<file path="config.mk">
export PLATFORM = sky130hd
export DESIGN_NAME = periodic_task_scheduler_top
export DESIGN_NICKNAME = d
export VERILOG_FILES = /design/src/rtl/pts_pkg.sv /design/src/rtl/pts_ctrl.sv /design/src/rtl/pts_dpath.sv /design/src/rtl/periodic_task_scheduler_top.sv
export VERILOG_INCLUDE_DIRS = /design/src /design/src/rtl
export SDC_FILE = /design/constraint.sdc
export NUM_CORES = 1
export LEC_CHECK = 0
export ABC_AREA = 1
export BUFFER_PORTS_ARGS = -buffer_cell sky130_fd_sc_hd__buf_2
export CAP_MARGIN = 10
export CELL_PAD_IN_SITES_DETAIL_PLACEMENT = 1
export CELL_PAD_IN_SITES_GLOBAL_PLACEMENT = 1
export CORE_ASPECT_RATIO = 1.2
export CORE_MARGIN = 3
export CORE_UTILIZATION = 48
export DETAILED_ROUTE_END_ITERATION = 10
export GPL_TIMING_DRIVEN = 0
export HOLD_SLACK_MARGIN = 0.15
export PLACE_DENSITY_LB_ADDON = 0.05
export SLEW_MARGIN = 20
export SYNTH_ARGS = -nofsm -noshare
export SYNTH_HDL_FRONTEND = slang
export SYNTH_SLANG_ARGS = --single-unit
</file>
<file path="constraint.sdc">
create_clock -name clk -period 5.3 [get_ports clk]
set_input_delay 0.265 -clock clk [delete_from_list [all_inputs] [get_ports clk]]
set_output_delay 0.265 -clock clk [all_outputs]
set_load 0.03 [all_outputs]
</file>
<file path="src/rtl/periodic_task_scheduler_top_macros.svh">
// Assertion helpers used by the scheduler controller (pts_ctrl).
`ifndef PERIODIC_TASK_SCHEDULER_TOP_MACROS_SVH
`define PERIODIC_TASK_SCHEDULER_TOP_MACROS_SVH

`ifndef SYNTHESIS
`define PTS_ASSERT(name, prop, msg) \
  name: assert property (@(posedge clk) disable iff (rst) prop) else $error(msg);
`define PTS_NEVER(name, cond, msg) \
  name: assert property (@(posedge clk) disable iff (rst) !(cond)) else $error(msg);
`else
`define PTS_ASSERT(name, prop, msg)
`define PTS_NEVER(name, cond, msg)
`endif

`endif

</file>
<file path="src/rtl/pts_pkg.sv">
package pts_pkg;

  localparam int CFG_IDX_BITS   = 3;
  localparam int CFG_DATA_BITS  = 10;
  localparam int PERIOD_BITS    = 10;
  localparam int TICK_BITS      = 16;
  localparam int ID_BITS        = 2;
  localparam int IN_TDATA_BITS  = 8;
  localparam int OUT_TDATA_BITS = 24;
  localparam int NUM_CFG_TASKS  = 3;

  typedef enum logic [CFG_IDX_BITS-1:0] {
    REG_POLICY  = 3'd0,
    REG_BURST0  = 3'd1,
    REG_BURST1  = 3'd2,
    REG_BURST2  = 3'd3,
    REG_PERIOD0 = 3'd4,
    REG_PERIOD1 = 3'd5,
    REG_PERIOD2 = 3'd6
  } cfg_reg_t;

  typedef struct packed {
    logic start;       // word accepted this cycle
    logic scan;        // examine one task
    logic scan_first;  // first task of the scan
    logic commit;      // apply decision, step phases, emit result
  } cmd_t;

  typedef struct packed {
    logic out_free;
  } status_t;

endpackage

</file>
<file path="src/rtl/pts_ctrl.sv">
`include "periodic_task_scheduler_top_macros.svh"

module pts_ctrl #(
  parameter int NUM_TASKS = 3,
  parameter int TIDX_BITS = 2
) (
  input  logic                 clk,
  input  logic                 rst,
  input  logic                 in_valid,
  output logic                 in_ready,
  input  pts_pkg::status_t     stat,
  output pts_pkg::cmd_t        cmd,
  output logic [TIDX_BITS-1:0] idx
);
  import pts_pkg::*;

  typedef enum logic [1:0] {ST_IDLE, ST_SCAN, ST_COMMIT} state_t;

  localparam logic [TIDX_BITS-1:0] LAST_IDX = TIDX_BITS'(NUM_TASKS - 1);

  state_t state;

  assign in_ready = (state == ST_IDLE);

  always_comb begin
    cmd            = '0;
    cmd.start      = in_valid && in_ready;
    cmd.scan       = (state == ST_SCAN);
    cmd.scan_first = (state == ST_SCAN) && (idx == '0);
    cmd.commit     = (state == ST_COMMIT) && stat.out_free;
  end

  always_ff @(posedge clk) begin
    if (rst) begin
      state <= ST_IDLE;
      idx   <= '0;
    end else begin
      case (state)
        ST_IDLE: begin
          idx <= '0;
          if (in_valid) state <= ST_SCAN;
        end
        ST_SCAN: begin
          if (idx == LAST_IDX) begin
            state <= ST_COMMIT;
          end else begin
            idx <= idx + 1'b1;
          end
        end
        ST_COMMIT: begin
          if (stat.out_free) state <= ST_IDLE;
        end
        default: state <= ST_IDLE;
      endcase
    end
  end

  `PTS_ASSERT(a_start_scans, cmd.start |=> (state == ST_SCAN && idx == '0), "scan did not start")
  `PTS_NEVER(a_idx_range, state == ST_SCAN && idx > LAST_IDX, "scan index past last task")
  `PTS_ASSERT(a_commit_once, cmd.commit |=> (state == ST_IDLE && !cmd.commit), "commit repeated")

endmodule

</file>
<file path="src/rtl/pts_dpath.sv">
module pts_dpath #(
  parameter int NUM_TASKS = 3,
  parameter int WORK_BITS = 10,
  parameter int TIDX_BITS = 2
) (
  input  logic                               clk,
  input  logic                               rst,
  input  logic                               restart,
  input  pts_pkg::cmd_t                      cmd,
  input  logic [TIDX_BITS-1:0]               idx,
  output pts_pkg::status_t                   stat,
  input  logic                               cfg_valid,
  input  logic [pts_pkg::CFG_IDX_BITS-1:0]   cfg_index,
  input  logic [pts_pkg::CFG_DATA_BITS-1:0]  cfg_data,
  output logic                               out_valid,
  input  logic                               out_ready,
  output logic [pts_pkg::ID_BITS-1:0]        out_id,
  output logic [pts_pkg::TICK_BITS-1:0]      out_tick
);
  import pts_pkg::*;

  localparam int NCFG      = (NUM_TASKS < NUM_CFG_TASKS) ? NUM_TASKS : NUM_CFG_TASKS;
  localparam int CIDX_BITS = (NCFG > 1) ? $clog2(NCFG) : 1;

  logic                   policy_q;
  logic [CFG_DATA_BITS-1:0] burst_q  [NCFG];
  logic [PERIOD_BITS-1:0] period_q [NCFG];

  logic [WORK_BITS-1:0]   work_q   [NUM_TASKS];
  logic [PERIOD_BITS-1:0] phase_q  [NUM_TASKS];
  logic [TICK_BITS-1:0]   tick_q;

  logic                   best_valid;
  logic [PERIOD_BITS-1:0] best_key;
  logic [TIDX_BITS-1:0]   winner_q;

  logic [WORK_BITS-1:0]   task_burst [NUM_TASKS];
  logic [PERIOD_BITS-1:0] task_eff   [NUM_TASKS];
  logic [PERIOD_BITS-1:0] phase_next [NUM_TASKS];

  // Tasks without registers keep burst 0 and period 1.
  for (genvar t = 0; t < NUM_TASKS; t++) begin : g_task
    logic [PERIOD_BITS:0] inc;
    if (t < NCFG) begin : g_cfg
      assign task_burst[t] = WORK_BITS'(burst_q[t]);
      assign task_eff[t]   = (period_q[t] == '0) ? PERIOD_BITS'(1) : period_q[t];
    end else begin : g_fixed
      assign task_burst[t] = '0;
      assign task_eff[t]   = PERIOD_BITS'(1);
    end
    assign inc           = {1'b0, phase_q[t]} + 1'b1;
    assign phase_next[t] = (inc >= {1'b0, task_eff[t]}) ? '0 : inc[PERIOD_BITS-1:0];
  end

  // Scan of the task under idx: release, then key and compare.
  logic [PERIOD_BITS-1:0] cur_phase, cur_eff, rel_dl, key;
  logic [WORK_BITS-1:0]   cur_work;
  logic                   ready_task, take;

  always_comb begin
    cur_phase  = phase_q[idx];
    cur_eff    = task_eff[idx];
    cur_work   = (cur_phase == '0) ? task_burst[idx] : work_q[idx];
    rel_dl     = (cur_phase >= cur_eff) ? '0 : cur_eff - cur_phase;
    key        = policy_q ? rel_dl : cur_eff;
    ready_task = (cur_work != '0);
    take       = ready_task && (cmd.scan_first || !best_valid || key < best_key);
  end

  logic [TIDX_BITS:0]       id_sum;
  logic [CFG_IDX_BITS-1:0]  cfg_off;

  assign id_sum        = {1'b0, winner_q} + 1'b1;
  assign stat.out_free = !out_valid || out_ready;

  // task offset of a burst or period register index
  always_comb begin
    cfg_off = '0;
    if (cfg_index inside {[REG_BURST0:REG_BURST2]}) begin
      cfg_off = cfg_index - CFG_IDX_BITS'(REG_BURST0);
    end else if (cfg_index inside {[REG_PERIOD0:REG_PERIOD2]}) begin
      cfg_off = cfg_index - CFG_IDX_BITS'(REG_PERIOD0);
    end
  end

  always_ff @(posedge clk) begin
    if (rst) begin
      policy_q  <= 1'b0;
      for (int t = 0; t < NCFG; t++) begin
        burst_q[t]  <= '0;
        period_q[t] <= PERIOD_BITS'(1);
      end
      for (int t = 0; t < NUM_TASKS; t++) begin
        work_q[t]  <= '0;
        phase_q[t] <= '0;
      end
      tick_q     <= '0;
      best_valid <= 1'b0;
      out_valid  <= 1'b0;
    end else begin
      if (cfg_valid) begin
        if (cfg_index == REG_POLICY) begin
          policy_q <= cfg_data[0];
        end else if (cfg_index inside {[REG_BURST0:REG_BURST2]}) begin
          if (cfg_off < CFG_IDX_BITS'(NCFG)) burst_q[cfg_off[CIDX_BITS-1:0]] <= cfg_data;
        end else if (cfg_index inside {[REG_PERIOD0:REG_PERIOD2]}) begin
          if (cfg_off < CFG_IDX_BITS'(NCFG)) period_q[cfg_off[CIDX_BITS-1:0]] <= cfg_data;
        end
      end

      for (int t = 0; t < NUM_TASKS; t++) begin
        if (cmd.start && restart) begin
          work_q[t]  <= '0;
          phase_q[t] <= '0;
        end else if (cmd.scan && idx == TIDX_BITS'(t)) begin
          work_q[t] <= cur_work;
        end else if (cmd.commit) begin
          phase_q[t] <= phase_next[t];
          if (best_valid && winner_q == TIDX_BITS'(t)) work_q[t] <= work_q[t] - 1'b1;
        end
      end

      if (cmd.start && restart) begin
        tick_q <= '0;
      end else if (cmd.commit) begin
        tick_q <= tick_q + 1'b1;
      end

      if (cmd.scan) begin
        best_valid <= cmd.scan_first ? ready_task : (best_valid || ready_task);
        if (take) begin
          best_key <= key;
          winner_q <= idx;
        end
      end

      if (cmd.commit) begin
        out_valid <= 1'b1;
        out_id    <= best_valid ? id_sum[ID_BITS-1:0] : '0;
        out_tick  <= tick_q;
      end else if (out_ready) begin
        out_valid <= 1'b0;
      end
    end
  end

endmodule

</file>
<file path="src/rtl/periodic_task_scheduler_top.sv">
// Periodic task scheduler, rate monotonic or earliest deadline first.
// Each tick word is accepted in idle, then scanned one task at a time in the serial
// key compare, then committed once the output is free; the result is registered at commit.
// A new word is accepted only after the previous word has committed.
// Synchronous active-high reset clears work, phases, tick count and output valid;
// policy resets to rate monotonic, bursts to 0, periods to 1.
module periodic_task_scheduler_top #(
  parameter int NUM_TASKS = 3,
  parameter int WORK_BITS = 10
) (
  input  logic                                clk,
  input  logic                                rst,
  input  logic                                s_tvalid,
  output logic                                s_tready,
  input  logic [pts_pkg::IN_TDATA_BITS-1:0]   s_tdata,   // [0] restart
  output logic                                m_tvalid,
  input  logic                                m_tready,
  output logic [pts_pkg::OUT_TDATA_BITS-1:0]  m_tdata,   // [1:0] task_id, [17:2] tick_count
  input  logic                                cfg_valid,
  output logic                                cfg_ready,
  input  logic [pts_pkg::CFG_IDX_BITS-1:0]    cfg_index,
  input  logic [pts_pkg::CFG_DATA_BITS-1:0]   cfg_data
);
  import pts_pkg::*;

  localparam int TIDX_BITS = (NUM_TASKS > 1) ? $clog2(NUM_TASKS) : 1;
  localparam int PAD_BITS  = OUT_TDATA_BITS - ID_BITS - TICK_BITS;

  cmd_t                 cmd;
  status_t              stat;
  logic [TIDX_BITS-1:0] idx;
  logic [ID_BITS-1:0]   out_id;
  logic [TICK_BITS-1:0] out_tick;

  assign cfg_ready = 1'b1;
  assign m_tdata   = {{PAD_BITS{1'b0}}, out_tick, out_id};

  pts_ctrl #(
    .NUM_TASKS (NUM_TASKS),
    .TIDX_BITS (TIDX_BITS)
  ) u_ctrl (
    .clk      (clk),
    .rst      (rst),
    .in_valid (s_tvalid),
    .in_ready (s_tready),
    .stat     (stat),
    .cmd      (cmd),
    .idx      (idx)
  );

  pts_dpath #(
    .NUM_TASKS (NUM_TASKS),
    .WORK_BITS (WORK_BITS),
    .TIDX_BITS (TIDX_BITS)
  ) u_dpath (
    .clk       (clk),
    .rst       (rst),
    .restart   (s_tdata[0]),
    .cmd       (cmd),
    .idx       (idx),
    .stat      (stat),
    .cfg_valid (cfg_valid),
    .cfg_index (cfg_index),
    .cfg_data  (cfg_data),
    .out_valid (m_tvalid),
    .out_ready (m_tready),
    .out_id    (out_id),
    .out_tick  (out_tick)
  );

endmodule
</file>
==> results of run 1 <==
per-stage QoR:
stage | total power [W] | worst slack [ps] | util [%]
after floorplan | 0.00205 | 1040 | -
after global placement | 0.00222 | -558 | 51.8
after detailed placement | 0.00224 | 184 | 51.9
after CTS | 0.00354 | 150 | 54.9
after global routing | 0.00368 | 65.2 | 55.0
final | 0.00352 | 450 | 55.0
placed cells by master, fill, tap and decap left out, drive strengths merged, types with 25 or more instances in the layout:
cell / count
nand2: 219
nor2: 191
inv: 186
edfxtp: 150
o21ai: 86
ha: 67
nand3: 56
buf: 55
a21oi: 47
xor2: 34
clkbuf: 29
nand4: 26
dfxtp: 25
worst paths after layout:
path / start / endpoint / depth (start not counted)
min: cfg_data[0] / u_dpath.policy_q / 3
min reg2reg: u_dpath.tick_q[5] / u_dpath.out_tick[5] / 0
max reg2reg: u_ctrl.idx[1] / u_dpath.best_key[2] / 21
max: u_ctrl.idx[1] / u_dpath.best_key[2] / 21
what timing repair did:
action	4_1_cts	5_1_grt
hold endpoints to repair	3	0
endpoints found under the setup margin	0	12
hold buffers	2	0
gates resized for setup	0	6
setup buffers	0	0
cell families after synthesis:
family                   after synthesis  share of synthesized area [%]
XOR/XNOR                              45                           3.78
adder cells (fa/ha/maj)               68                           8.22
flip-flops                           175                           47.9
AND/OR/NAND/NOR                      527                           21.7
buffers and inverters                210                           8.17
AO/OA/AOI/OAI                        184                           10.1
other                                  2                         0.0719
worst max-delay path, delay by kind of cell (launching register included):
family          cells  cell delay (ps)
simple gates        7              790
buf+inv             2              580
flops               1              500
compound gates     10             1950
fa+ha+maj           2              720
flip-flops by register name, indices dropped and copies added (netlist names), 10 cells and up, named ones only:
| signal | cells |
|---|---|
| u_dpath.best_key | 10 |
| u_dpath.burst_q | 30 |
| u_dpath.out_tick | 16 |
| u_dpath.period_q | 30 |
| u_dpath.phase_q | 30 |
| u_dpath.tick_q | 16 |
| u_dpath.work_q | 30 |
power by group:
group,total [W],switching (W),internal (W)
Clock,0.00130,0.000658,0.000646
Combinational,0.000615,0.000416,0.000199
Sequential,0.00160,0.0000437,0.00156
Total,0.00352,0.00112,0.00241
cell type report:
class                           count  area (um^2)  share of cell area [%]
Tap cell                          270          338                    2.90
Clock buffer                       17          425                    3.65
Inverter                          181          682                    5.86
Clock inverter                     15          193                    1.65
Buffer                             29          175                    1.50
Sequential cell                   175         5000                    43.0
Multi-Input combinational cell    831         4610                    39.6
Timing Repair Buffer               40          216                    1.86
layer usage:
metal  track usage, %  wire length, um  part of all wire (%)
met2             43.7            14600                    50
met3             3.23              976                   3.4
met1             32.6            12700                    44
met5                0                0                     0
met4             7.37              652                   2.3
==> results.cfg, run 1 <==
[status]
outcome = complete, no violations

[critical_path]
cp_common_cell = nand2_1
slowest_delay_ps = 500
path_max_fanout = 10
end_kind = flop
critical_path_class = reg -> reg
crit_slowest_cell = dfxtp_1
arrival_ps = 5000
critPathRequiredTime_ps = 5450
rrSetupSlack_ps = 450
critPathLaunchType = flop
cp_cell_sequence = clkbuf_1 -> a21oi_1 -> o21ai_0 -> o21ai_0 -> ha_1 -> nand2_1 -> o21ai_0 -> a21oi_1 -> o21ai_0 -> nand2_1 -> nand2_1 -> a21oi_1 -> or2_2 -> nand2_1 -> nand2_1 -> ha_1 -> a21oi_1 -> o221a_2 -> nand2_1 -> a21oi_2 -> buf_6

[synthesis]
synthArstFlopShare_pct = 0
synth.area.top_cells = edfxtp_1, ha_1, nand2_1, nor2_1, inv_1
ys_warn_count = 0
yosysSeqAreaShare_pct = 47.9
yosysUniqueCellTypes = 54
synth_top_cells_by_count = nand2_1, nor2_1, inv_1
yosysTopAreaCell = edfxtp_1
syn_area_per_cell_um2 = 8.62
synth_flop_cell = edfxtp_1
synth_edf_count = 150
synth.most_common_cell = nand2_1
ys_ff_latch = 175
syn-cell-area_um2 = 10400
syn_inst = 1211
netlist.area_leader.share_pct = 43.1

[timing]
finalWorstPathRequiredPeriod_ps = 4850
fin_crit_sh_pct = 91.5
relSlewSlack_pct = 39.2
rsz0062_at_grt = no
finalHoldViolations = 0
fmax_mhz = 206
tns_ps = 0
tightest_slew_ps = 907
final-setup-viol-count = 0
drv_slew = 0
whs_ps = 194
finalClockSkew_ps = 15.3

[placement]
dpl_cell_area_um2 = 11000
gp_congestion = 0.865
portBuffers = 37
dpl.cell_count = 1524
hpwl_mm = 22.2

[drt]
via_count = 8418
routed_wl_mm = 29.0
drt_iter0_drc = 532
vias_per_cell = 5.40
drc = 0
postRouteAntennaNets = 0
dr.pass1.iters = 5
wl_per_cell_um = 18.6

[cts]
cts.clk_slew.worst_paths_ps = 80
clk_path_buf_depth = 2
clock-sinks = 175
cts_max_level = 4
cts_buffers = 17
insertion_delay_ps = 450
cts_root_buf = clkbuf_16
cts_tree = done

[grt]
antenna_found_initial = 0
grt_pass1_wl_mm = 46.4
grt.overflow.total = 0
grt_pass1_vias = 8728
grtUsageTotal_pct = 25.1
grt_max_degree = 24

[die]
num_rows = 58
die_y_um = 168
die_x_um = 141
die_area_um2 = 23600
core_area_um2 = 21200
ioPinCount = 53
initial_core_util_pct = 49.3

[run]
maxCapViolCount = 0

[finish]
stdcell_count = 1558
fin_area_um2 = 11600
antenna-diode-count = 0
drive_gt1_share_pct = 9.39
finalNetCount = 1369
area_growth_pct = 11.6
fillers = 2567

[min_path]
hold_path_class = in -> reg

[power]
p_leak_nw = 5.03
power-per-cell-area_nw_per_um2 = 303
ir_worst_vdd_v = 0.000251
Power figures use the tool's default switching activity.
==> run 2, diff against run 1 <==
RECOVER_POWER = 100   (was not set)
==> results.cfg, run 2 (synthesis gave the netlist of run 1 again) <==
[critical_path]
r2r.worst_path.cells = 19
cp_cell_sequence = nand2_1 -> o21ai_0 -> ha_1 -> nand2_1 -> o21ai_0 -> a21oi_1 -> o21ai_0 -> nand2_1 -> nand2_1 -> a21oi_1 -> or2_2 -> nand2_1 -> nand2_1 -> ha_1 -> a21oi_1 -> o221a_2 -> nand2_1 -> a21oi_2 -> buf_6
critPathLaunchType = flop
cp_common_cell = nand2_1
crit_slowest_cell = o21ai_0
critical_path_class = reg -> reg
critPathRequiredTime_ps = 5450
rrSetupSlack_ps = 430
arrival_ps = 5020
slowest_delay_ps = 740
r2r-start = u_ctrl.idx[1]
r2r-end = u_dpath.best_key[2]
end_kind = flop
path_max_fanout = 10

[die]
initial_core_util_pct = 49.3
core_area_um2 = 21200
die_y_um = 168
ioPinCount = 53
num_rows = 58
die_area_um2 = 23600
die_x_um = 141

[timing]
fmax_mhz = 205
final-setup-viol-count = 0
finalHoldViolations = 0
drv_slew = 24
finalWorstPathRequiredPeriod_ps = 4870
rsz0062_at_grt = no
postLayoutSetupSlackWorst_ps = 427
tightest_slew_ps = 2160
fin_crit_sh_pct = 91.9
relSlewSlack_pct = -44.2
finalClockSkew_ps = 12.7

[drt]
wl_per_cell_um = 18.6
via_count = 8429
vias_per_cell = 5.41
routed_wl_mm = 28.9
drc = 0
drt_iter0_drc = 472
postRouteAntennaNets = 0
dr.pass1.iters = 5

[finish]
fillers = 2581
area_growth_pct = 10.5
drive_gt1_share_pct = 6.13
stdcell_count = 1558
layout_commonest_cell = nand2_1
most-common-layout-cells = nand2_1, nor2_1, inv_1
antenna-diode-count = 0
finalNetCount = 1369

[placement]
portBuffers = 37
dpl.cell_count = 1524
post-place-ws_ps = 184
gp_congestion = 0.865
hpwl_mm = 22.2

[status]
outcome = finished with violations
violations = capacitance limit, slew limit

[min_path]
hold_depth = 3
min_to = u_dpath.policy_q
hold_path_startpoint = cfg_data[0]
hold_path_class = in -> reg

[grt]
antenna_found_initial = 0
grt_pass1_vias = 8728
grtUsageTotal_pct = 25.1
grt_max_degree = 24
grt.overflow.total = 0
grt_pass1_wl_mm = 46.4

[power]
ir_worst_vdd_v = 0.000251
p_leak_nw = 4.96
power_w = 0.00352
power-per-cell-area_nw_per_um2 = 305

[cts]
cts_max_level = 4
insertion_delay_ps = 440
cts_buffers = 17
cts_root_buf = clkbuf_16
cts_tree = done
clk_path_buf_depth = 2
cts.clk_slew.worst_paths_ps = 80
clock-sinks = 175

[run]
maxCapViolCount = 1
[run 2: cell types whose count changed in the layout (fill, tap and decap cells not counted), sizes merged]
cell	before	now
buf	55	30
clkbuf	29	54
[run 2: final cells by class]
class                           count  area [um^2]  share of cell area (%)
Buffer                             29          164                    1.42
Inverter                          181          682                    5.91
Tap cell                          270          338                    2.93
Clock inverter                     15          193                    1.67
Multi-Input combinational cell    831         4530                    39.3
Sequential cell                   175         5000                    43.4
Clock buffer                       17          425                    3.69
Timing Repair Buffer               40          190                    1.65
[run 2: routing by layer]
layer  up-vias  routed length (um)  track usage, %
met5         -                   0               0
met2       151               14500            43.7
met1      4077               12700            32.6
met4         0                 677            7.37
li1       4156                   -               -
met3        45                 960            3.23
[run 2: timing repair]
action                                 4_1_cts  5_1_grt
endpoints found under the hold margin        3        0
hold buffers                                 2        0
setup endpoints to repair                    0       12
gates resized for setup                      0        6
buffers inserted                             0        0
[run 2: how the worst max path moves through the flow]
| stage | slack (ps) | startpoint | cells past startpoint | endpoint |
|---|---|---|---|---|
| 2_1_floorplan | 1040 | u_ctrl.idx[0] | 21 | u_dpath.best_key[0] |
| 3_3_place_gp | -560 | u_ctrl.idx[0] | 21 | u_dpath.best_key[9] |
| 3_5_place_dp | 180 | u_ctrl.idx[0] | 22 | u_dpath.best_key[9] |
| 4_1_cts | 150 | u_ctrl.idx[0] | 22 | u_dpath.best_key[9] |
| 5_1_grt | 70 | u_ctrl.idx[1] | 22 | u_dpath.best_key[1] |
| 6_report | 430 | u_ctrl.idx[1] | 19 | u_dpath.best_key[2] |
[run 2: stage by stage]
stage	TNS [ps]	utilization [%]	hold slack, ps	cell area [um^2]
floorplan	0	-	414	10500
global route	0	54.4	230	11500
CTS	0	54.9	178	11600
global placement	-6680	51.8	451	11000
detailed placement	0	51.9	450	11000
finish	0	54.4	190	11500
[run 2: power by group]
part / switching, W / total (W) / internal (W)
Clock: 0.000660 / 0.00131 / 0.000646
Combinational: 0.000411 / 0.000607 / 0.000196
Sequential: 0.0000434 / 0.00160 / 0.00156
Total: 0.00111 / 0.00352 / 0.00240
[run 2: critical path, delay by kind of cell, from the launching register on]
family | cells | cell delay (ps)
AOI/OAI and AO/OA | 8 | 2170
adders and majority gates | 2 | 560
buffers and inverters | 1 | 210
DFF | 1 | 510
and+or+nand+nor | 8 | 1120
==> run 3, diff against run 2 <==
CORE_MARGIN = not set   (was 3)
==> results.cfg, run 3 (synthesis gave the netlist of run 1 again) <==
[die]
initial_core_util_pct = 49.4
ioPinCount = 53
die_x_um = 137
die_area_um2 = 22300
num_rows = 58
core_area_um2 = 21100
die_y_um = 164

[timing]
finalWorstPathRequiredPeriod_ps = 4840
whs_ps = 204
rsz0062_at_grt = no
postLayoutSetupSlackWorst_ps = 460
drv_slew = 24
finalHoldViolations = 0
tightest_slew_ps = 2250
final-setup-viol-count = 0
fin_crit_sh_pct = 91.3
relSlewSlack_pct = -50.6
finalClockSkew_ps = 18.2
fmax_mhz = 207

[critical_path]
critical_path_class = reg -> reg
path_max_fanout = 10
r2r-start = u_ctrl.idx[1]
crit_path_end = u_dpath.best_key[1]
crit_start = u_ctrl.idx[1]
critPathLaunchType = flop
rrSetupSlack_ps = 460
critPathRequiredTime_ps = 5450
r2r.worst_path.cells = 22
r2r-end = u_dpath.best_key[1]
end_kind = flop
arrival_ps = 4990

[finish]
drive_gt1_share_pct = 6.21
fin_util_pct = 54.7
stdcell_count = 1558
area_growth_pct = 10.6
antenna-diode-count = 0
layout_commonest_cell = nand2_1
most-common-layout-cells = nand2_1, nor2_1, inv_1
finalNetCount = 1369

[power]
p_switching_w = 0.00111
p_clk_share_pct = 37.3
p_sw_share_pct = 31.3
p_leak_nw = 4.97
power-per-cell-area_nw_per_um2 = 306
ir_worst_vdd_v = 0.000229
p_seq_share_pct = 45.4
p_int_w = 0.00243
combPwrFrac_pct = 17.3

[cts]
cts.clk_slew.worst_paths_ps = 70
clk_path_buf_depth = 2
insertion_delay_ps = 450
cts_max_level = 4
clock-sinks = 175
cts_root_buf = clkbuf_16
cts_tree = done
cts_buffers = 17

[placement]
gp_congestion = 0.866
post-place-ws_ps = 235
dpl.cell_count = 1524
portBuffers = 37
hpwl_mm = 22.3

[drt]
drc = 0
postRouteAntennaNets = 0
wl_per_cell_um = 18.6
dr.pass1.iters = 5
via_count = 8453
routed_wl_mm = 28.9
vias_per_cell = 5.43
drt_iter0_drc = 516

[grt]
grt.overflow.total = 0
grt_pass1_vias = 8677
grt_pass1_wl_mm = 46.2
antenna_found_initial = 0
grt_max_degree = 24
grtUsageTotal_pct = 27.5

[run]
maxCapViolCount = 1

[status]
violations = capacitance limit, slew limit
outcome = finished with violations

[min_path]
hold_path_class = in -> reg
run 3: cell types whose count changed in the layout (fill, tap and decap cells not counted):
cell,delta
buf_6,+1
inv_8,+2
inv_6,-1
clkinv_8,-2
clkinv_2,-1
clkinv_4,+1
clkbuf_1,-1
clkbuf_16,+1
run 3: what timing repair did:
action                                  in CTS  in global routing
resized for setup                            0                  6
hold endpoints to repair                     2                  0
buffers inserted                             0                  0
hold buffers                                 2                  0
endpoints found under the setup margin       0                 12
run 3: worst min-delay path by stage:
stage,to,cells past startpoint,start
finish,u_dpath.policy_q,3,cfg_data[0]
detailed placement,u_dpath.out_tick[5],0,u_dpath.tick_q[5]
floorplan,u_ctrl.state[0],2,s_tvalid
global placement,u_dpath.out_tick[15],0,u_dpath.tick_q[15]
CTS,u_dpath.policy_q,3,cfg_data[0]
global route,u_dpath.policy_q,3,cfg_data[0]
run 3: power groups by stage:
stage	clock [W]	combinational, W	sequential [W]
after floorplan	0	0.000429	0.00162
after global placement	0	0.000587	0.00163
after detailed placement	0	0.000611	0.00164
after CTS	0.00133	0.000618	0.00161
after global routing	0.00138	0.000684	0.00161
final	0.00132	0.000612	0.00161
run 3: metal layers:
metal / wire length (um) / vias to the layer above / track usage, %
met5: 0 / - / 0
met4: 858 / 0 / 10.6
met3: 817 / 45 / 3.20
met2: 14400 / 145 / 47.2
met1: 12900 / 4101 / 35.3
li1: - / 4162 / -
run 3: layout make-up:
type	instances	area, um^2
multi-input cells	831	4530
clock inverters	14	178
inverters	181	682
plain buffers	29	171
well taps	270	338
flip-flops and latches	175	5000
fillers	2557	9570
repair buffers	40	190
clock buffers	18	450
run 3: critical path, cell delays in order (launching register included):
cell      delay [ps]
dfxtp_1          460
clkbuf_1         350
a21oi_1          110
o21ai_0          120
o21a_1           250
inv_1             70
ha_1             380
nand2_1           90
o21ai_0          290
a21oi_1          150
o21ai_0          300
nand2_1          120
nand2_1           90
a21oi_1           70
or2_2            270
nand2_1           70
nand2_1           70
ha_1             320
a21oi_1          150
o221a_2          190
nand2_1          150
a21oi_2          270
buf_6            210
run 3: stage by stage:
stage               total power [W]  setup TNS (ps)  area [um^2]
finish                      0.00354               0        11500
global route                0.00367               0        11500
CTS                         0.00355               0        11700
detailed placement          0.00225               0        11000
global placement            0.00222           -6600        11000
floorplan                   0.00205               0        10500
